### config.mk
export PLATFORM = sky130hd
export DESIGN_NAME = tgw_dir_pick
export DESIGN_NICKNAME = d
export VERILOG_FILES = /design/src/rtl/core/tgw_pkg.sv /design/src/rtl/core/tgw_dir_pick.sv
export SDC_FILE = /design/constraint.sdc
export NUM_CORES = 1
export LEC_CHECK = 0
export BUFFER_PORTS_ARGS = -buffer_cell sky130_fd_sc_hd__buf_2
export CAP_MARGIN = 20
export CORE_UTILIZATION = 25
export DETAILED_ROUTE_END_ITERATION = 6
export GPL_ROUTABILITY_DRIVEN = 0
export SLEW_MARGIN = 5
export SYNTH_ARGS = -nofsm -noshare
export SYNTH_HDL_FRONTEND = slang
export SYNTH_SLANG_ARGS = --single-unit
### constraint.sdc
create_clock -name vclk -period 7.3
set_clock_uncertainty 0.1 [all_clocks]
set_input_delay 1.095 -clock vclk [all_inputs]
set_output_delay 1.095 -clock vclk [all_outputs]
set_load 0.01 [all_outputs]
### src/rtl/core/tgw_pkg.sv
// ============================================================================
// tgw_pkg
// Shared types, constants and helper functions for the torus grid walker.
// ============================================================================
package tgw_pkg;

    // Grid geometry. Cells are addressed as {column, row}.
    localparam int GRID_SIDE  = 256;
    localparam int CRD_W      = $clog2(GRID_SIDE);
    localparam int ADDR_W     = 2 * CRD_W;
    localparam int CELL_W     = 8;
    localparam int AREA_W     = 32;
    localparam int CFG_IDX_W  = 2;
    localparam int CFG_DATA_W = 8;

    localparam logic [CRD_W-1:0] SIDE_MAX = CRD_W'(GRID_SIDE - 1);

    // Operation codes of an input transaction.
    localparam logic [1:0] OP_STEP  = 2'd0;
    localparam logic [1:0] OP_WRITE = 2'd1;
    localparam logic [1:0] OP_PLACE = 2'd2;
    localparam logic [1:0] OP_READ  = 2'd3;

    // Directions.
    localparam logic [1:0] DIR_RIGHT = 2'd0;
    localparam logic [1:0] DIR_UP    = 2'd1;
    localparam logic [1:0] DIR_LEFT  = 2'd2;
    localparam logic [1:0] DIR_DOWN  = 2'd3;

    // Strategy codes.
    localparam logic [2:0] STRAT_RANDOM   = 3'd0;
    localparam logic [2:0] STRAT_NOBACK   = 3'd1;
    localparam logic [2:0] STRAT_GREEDY_B = 3'd2;
    localparam logic [2:0] STRAT_GREEDY_U = 3'd3;
    localparam logic [2:0] STRAT_CBLIND   = 3'd4;
    localparam logic [2:0] STRAT_FOLLOW   = 3'd5;

    // Configuration register indexes.
    localparam logic [CFG_IDX_W-1:0] CFG_STRATEGY   = 2'd0;
    localparam logic [CFG_IDX_W-1:0] CFG_AGENT_MARK = 2'd1;
    localparam logic [CFG_IDX_W-1:0] CFG_MINE_MARK  = 2'd2;

    // Reset values of the configuration registers.
    localparam logic [2:0]        RST_STRATEGY   = STRAT_RANDOM;
    localparam logic [CELL_W-1:0] RST_AGENT_MARK = 8'd1;
    localparam logic [CELL_W-1:0] RST_MINE_MARK  = 8'd255;

    // Candidate order of the non-backtracking walk: right, left, down, up.
    localparam logic [3:0][1:0] NB_ORDER = {DIR_UP, DIR_DOWN, DIR_LEFT, DIR_RIGHT};

    // Input transaction payload.
    typedef struct packed {
        logic [1:0]  operation;
        logic [7:0]  cell_x;
        logic [7:0]  cell_y;
        logic [7:0]  cell_value;
        logic [15:0] random_value;
    } t_item;

    // Result transaction payload.
    typedef struct packed {
        logic [7:0]  pos_x;
        logic [7:0]  pos_y;
        logic [1:0]  chosen_direction;
        logic        moved;
        logic [31:0] area_count;
        logic [7:0]  read_data;
    } t_result;

    // Request to the direction picker: neighbor cells and walker state.
    typedef struct packed {
        logic [3:0][CELL_W-1:0] cells;
        logic [2:0]             strategy;
        logic [1:0]             heading;
        logic [CELL_W-1:0]      agent_mark;
        logic [CELL_W-1:0]      mine_mark;
        logic [1:0]             rnd_lo;
        logic [1:0]             rnd_mod3;
    } t_pick_req;

    // Answer of the direction picker.
    typedef struct packed {
        logic [1:0] dir;
        logic       heading_we;
        logic [1:0] heading;
    } t_pick_rsp;

    // Neighbor coordinate with wrap at the grid edge.
    function automatic logic [CRD_W-1:0] coord_inc(input logic [CRD_W-1:0] c);
        return (c == SIDE_MAX) ? '0 : c + 1'b1;
    endfunction

    function automatic logic [CRD_W-1:0] coord_dec(input logic [CRD_W-1:0] c);
        return (c == '0) ? SIDE_MAX : c - 1'b1;
    endfunction

    function automatic logic [CRD_W-1:0] target_x(input logic [CRD_W-1:0] x,
                                                  input logic [1:0] d);
        logic [CRD_W-1:0] t;
        t = x;
        if (d == DIR_RIGHT) t = coord_inc(x);
        if (d == DIR_LEFT)  t = coord_dec(x);
        return t;
    endfunction

    function automatic logic [CRD_W-1:0] target_y(input logic [CRD_W-1:0] y,
                                                  input logic [1:0] d);
        logic [CRD_W-1:0] t;
        t = y;
        if (d == DIR_UP)   t = coord_inc(y);
        if (d == DIR_DOWN) t = coord_dec(y);
        return t;
    endfunction

    // Number of set bits in a four-bit mask.
    function automatic logic [2:0] count4(input logic [3:0] m);
        return 3'(m[0]) + 3'(m[1]) + 3'(m[2]) + 3'(m[3]);
    endfunction

    // Position of the k-th set bit of a mask, counted from bit zero.
    function automatic logic [1:0] sel_nth(input logic [3:0] m, input logic [1:0] k);
        logic [2:0] seen;
        logic [1:0] pos;
        seen = '0;
        pos  = '0;
        for (int i = 0; i < 4; i++) begin
            if (m[i]) begin
                if (seen == 3'(k)) pos = 2'(i);
                seen = seen + 1'b1;
            end
        end
        return pos;
    endfunction

    // Random index among n candidates, n from one to four.
    function automatic logic [1:0] rand_idx(input logic [2:0] n, input logic [1:0] lo,
                                            input logic [1:0] m3);
        logic [1:0] k;
        unique case (n)
            3'd1:    k = 2'd0;
            3'd2:    k = {1'b0, lo[0]};
            3'd3:    k = m3;
            default: k = lo;
        endcase
        return k;
    endfunction

    // Remainder modulo three of a 16-bit value. Every base-4 digit has
    // weight one modulo three, so the digits are summed and folded.
    function automatic logic [1:0] mod3_u16(input logic [15:0] v);
        logic [4:0] s;
        logic [2:0] t;
        logic [2:0] u;
        s = '0;
        for (int i = 0; i < 8; i++) begin
            s = s + 5'(v[2*i +: 2]);
        end
        t = 3'(s[1:0]) + 3'(s[3:2]) + 3'(s[4]);
        u = 3'(t[1:0]) + 3'(t[2]);
        if (u >= 3'd3) u = u - 3'd3;
        return u[1:0];
    endfunction

endpackage

### src/rtl/core/tgw_dir_pick.sv
// ============================================================================
// tgw_dir_pick
// Chooses the step direction from the four neighbor cells by strategy.
// ============================================================================
module tgw_dir_pick (
    input  tgw_pkg::t_pick_req i_req,
    output tgw_pkg::t_pick_rsp o_rsp
);

    logic [3:0] mine;
    logic [3:0] free;
    logic [3:0] blank;
    logic [3:0] open;
    logic [3:0] nb_mask;
    logic [2:0] n_free;
    logic [2:0] n_blank;
    logic [2:0] n_nb;
    logic [1:0] rw_dir;
    logic [1:0] nb_dir;
    logic [1:0] gb_dir;
    logic [1:0] gu_dir;
    logic [1:0] h;
    logic [1:0] h_left;
    logic [1:0] h_right;
    logic [1:0] h_back;

    // Classify the neighbors.
    always_comb begin
        for (int d = 0; d < 4; d++) begin
            mine[d]  = (i_req.cells[d] == i_req.mine_mark);
            blank[d] = (i_req.cells[d] == '0);
            open[d]  = (i_req.cells[d] != i_req.agent_mark) && !mine[d];
        end
        free = ~mine;
        for (int i = 0; i < 4; i++) begin
            nb_mask[i] = free[tgw_pkg::NB_ORDER[i]] && (tgw_pkg::NB_ORDER[i] != i_req.heading);
        end
    end

    assign n_free  = tgw_pkg::count4(free);
    assign n_blank = tgw_pkg::count4(blank);
    assign n_nb    = tgw_pkg::count4(nb_mask);

    assign h       = i_req.heading;
    assign h_left  = h + 2'd1;
    assign h_back  = h + 2'd2;
    assign h_right = h + 2'd3;

    // Random walk among the non-mine neighbors; right when all are mines.
    assign rw_dir = (n_free == '0) ? tgw_pkg::DIR_RIGHT
                  : tgw_pkg::sel_nth(free, tgw_pkg::rand_idx(n_free, i_req.rnd_lo,
                                                             i_req.rnd_mod3));

    // Non-backtracking walk over the right, left, down, up candidate list.
    always_comb begin
        if (n_nb != '0) begin
            nb_dir = tgw_pkg::NB_ORDER[tgw_pkg::sel_nth(nb_mask,
                         tgw_pkg::rand_idx(n_nb, i_req.rnd_lo, i_req.rnd_mod3))];
        end else if (n_free == 3'd1) begin
            nb_dir = h;
        end else begin
            nb_dir = tgw_pkg::DIR_RIGHT;
        end
    end

    // Greedy walks prefer blank neighbors.
    assign gb_dir = (n_blank != '0) ? tgw_pkg::sel_nth(blank, 2'd0) : rw_dir;
    assign gu_dir = (n_blank != '0)
                  ? tgw_pkg::sel_nth(blank, tgw_pkg::rand_idx(n_blank, i_req.rnd_lo,
                                                              i_req.rnd_mod3))
                  : rw_dir;

    // Strategy selection and heading update.
    always_comb begin
        o_rsp.dir        = tgw_pkg::DIR_RIGHT;
        o_rsp.heading_we = 1'b0;
        o_rsp.heading    = h;
        unique case (i_req.strategy)
            tgw_pkg::STRAT_RANDOM: begin
                o_rsp.dir = rw_dir;
            end
            tgw_pkg::STRAT_NOBACK: begin
                o_rsp.dir        = nb_dir;
                o_rsp.heading_we = 1'b1;
                o_rsp.heading    = nb_dir ^ 2'd2;
            end
            tgw_pkg::STRAT_GREEDY_B: begin
                o_rsp.dir = gb_dir;
            end
            tgw_pkg::STRAT_GREEDY_U: begin
                o_rsp.dir = gu_dir;
            end
            tgw_pkg::STRAT_CBLIND: begin
                priority if (blank[h_left]) begin
                    o_rsp.dir        = h_left;
                    o_rsp.heading_we = 1'b1;
                    o_rsp.heading    = h_left;
                end else if (blank[h]) begin
                    o_rsp.dir        = h;
                    o_rsp.heading_we = 1'b1;
                    o_rsp.heading    = h;
                end else if (blank[h_right]) begin
                    o_rsp.dir        = h_right;
                    o_rsp.heading_we = 1'b1;
                    o_rsp.heading    = h_right;
                end else begin
                    o_rsp.dir = rw_dir;
                end
            end
            tgw_pkg::STRAT_FOLLOW: begin
                priority if (open == '0) begin
                    o_rsp.dir = rw_dir;
                end else if (open[h_left]) begin
                    o_rsp.dir = h_left;
                end else if (open[h]) begin
                    o_rsp.dir = h;
                end else if (open[h_right]) begin
                    o_rsp.dir = h_right;
                end else begin
                    o_rsp.dir = h_back;
                end
            end
            default: begin
                o_rsp.dir = tgw_pkg::DIR_RIGHT;
            end
        endcase
    end

endmodule

==> reports/results.ini <==
[outcome]
outcome = complete, no violations

[yosys]
synthAdderAreaFrac = 0.1229
syn_inst = 330
synth_nets = 409
synthXorXnorAreaFrac = 0.2893
synth_simple_gate_area_share = 0.2831
synthesis.area_mm2 = 0.002422
synth_compound_area_frac = 0.1937
synth.distinct_cells = 63
ys_seq_area_frac = 0
synth_warnings = 0
avgSynthCellArea_um2 = 7.340
synthMuxAreaShare = 0.02686
synth_top_family_by_area = XOR/XNOR gates

[floorplan]
initial_core_util = 0.2597
ios = 62
die_w_um = 100.4
die-area_mm2 = 0.01009
die_height_um = 100.4
core-area_mm2 = 0.009328
rows = 35

[clock_network]
postCtsHoldBufs = 0
cts_setup_buffers = 0
cts.repair.resized = 0

[final_layout]
diodes = 0
final-seq-area_um2 = 0
fin_util = 0.2974
drive_gt1_frac = 0.2124
clock_buffers = 0
flops_and_latches = 0
area_growth_pct = 14.51
fin_nets = 453

[route]
vias_per_cell = 5.146
routed_wl_um = 7662
drt_iter0_drc = 110
first_pass_iters = 4
ant_nets = 0
drc_errors = 0
avgRoutedWirePerCell_um = 15.29
vias = 2578

[timing]
slew_headroom = 0.5833
tightest_slew_ns = 0.6226
setup_viol = 0
max_freq_ghz = 0.1542
fin_crit_sh = 0.8885
setup-tns-final_ns = 0
hold_viol_final = 0
fin_crit_ns = 6.486
rsz0062_at_grt = no
slew_violations = 0

[critical_path]
cp-start-kind = primary input
cp_cell_sequence = buf_2, inv_1, ha_1, nor2_1, inv_1, fa_1, inv_1, ha_1, ha_1, nand2_1, a2bb2oi_1, nor4bb_1, a21oi_1, o32ai_1, a31oi_1, o32ai_1, or4_1, buf_2
cp_max_fo = 16
cp_slowest_stage_delay_ns = 0.54
crit_type = primary input to output pin
cp-end-kind = output pin
crit_arrival_ns = 5.29
required_ns = 6.11
crit_slowest_cell = fa_1

[place]
io_buffers = 62
dpl.hpwl_um = 6435

[worst_hold_path]
worstHoldPathType = primary input to output pin

[job]
max-cap-violations = 0

[grt]
grt_max_degree = 17
grtUsageTotal = 0.1520
overflow = 0
first_global_vias = 2503
grt_pass1_wl_um = 12410
antenna_found_initial = 0

[power]
total_power_mw = 0.1610
powerDensity_mw_per_mm2 = 58.04
p_leak_nw = 1.054
ir_drop_mv = 0.02883

[power by group]
part / switching (mW) / total [mW] / leakage (nW) / internal, mW
sequential: 0 / 0 / 0 / 0
combinational: 0.0883 / 0.161 / 1.05 / 0.0727
clock: 0 / 0 / 0 / 0
total: 0.0883 / 0.161 / 1.05 / 0.0727
[per-stage QoR]
step | cell area (um2) | std cells | hold slack, ns | setup WS (ns)
floorplan | 2422 | 330 | 2.292 | 1.463
global placement | 2774 | 501 | 2.579 | 0.9435
detailed placement | 2774 | 501 | 2.580 | 0.8281
CTS | 2774 | 501 | 2.587 | 0.8188
global route | 2774 | 501 | 2.614 | 0.4602
finish | 2774 | 501 | 2.584 | 0.8142
[critical path: cells and delay by family]
family	cells	cell delay, ns
adders and majority gates	4	1.30
and+or+nand+nor	4	0.96
buffers and inverters	5	0.84
AOI/OAI and AO/OA	5	1.09
[path summary, 6_finish.rpt]
check	startpoint	endpoint	cells after the start
max	i_req[20]	o_rsp[3]	18
min	i_req[24]	o_rsp[1]	5
[cell usage after synthesis, types with 5 or more instances]
cell      instances  area share
nor4_1            6       0.015
buf_2             9       0.019
inv_1            17       0.026
ha_1             19       0.098
o21ai_0           8       0.017
clkbuf_1          8       0.012
nor3_1           10       0.021
nand3_1          10       0.021
o22ai_1           7       0.018
o21ai_1           6       0.012
nand2_1          20       0.031
a21oi_1           9       0.019
nor2_1           23       0.036
xor2_1            5       0.018
xnor2_1          75        0.27
nand4_1          17       0.044
[cell type report]
class	count	area, um2
fillers	1025	6554
inverters	20	76.32
multi-input cells	289	2218
well taps	129	161.4
repair buffers	63	317.8
[placed cells by master (no fill, tap or decap), types with 2 or more instances in the layout]
master and instances:
o221ai_1 3, o21ai_0 8, nor2b_1 2, o22ai_1 7
mux2i_1 2, nor3_1 10, o21bai_1 4, mux4_2 2
a221oi_1 2, nor4_1 6, inv_1 17, and3_1 2
or3_1 2, xnor2_1 75, nand2_2 2, a31oi_1 4
nand3_1 10, a21oi_1 9, nor4_4 4, buf_2 62
o21ai_1 6, fa_1 3, and2_1 2, xor2_1 5
nor3b_1 3, o32ai_1 4, or4_1 2, nand3b_1 2
ha_1 19, a32oi_1 3, nand2_1 20, and2b_1 2
nand4_1 17, inv_2 2, o21a_1 2, nor2_1 23
[metal layers]
metal  GRT usage  share of wire
met4     0.02007          0.012
met2      0.2877           0.51
met3    0.008357          0.048
met1      0.1928           0.43
met5           0              0
[cell families (layout without fill, tap and decap cells)]
| logic type | after synthesis | after routing |
|---|---|---|
| buf+inv | 41 | 83 |
| compound gates | 66 | 66 |
| xor+xnor | 80 | 80 |
| fa+ha+maj | 22 | 22 |
| mux | 4 | 4 |
| simple gates | 117 | 117 |
Power figures use the tool's default switching activity.
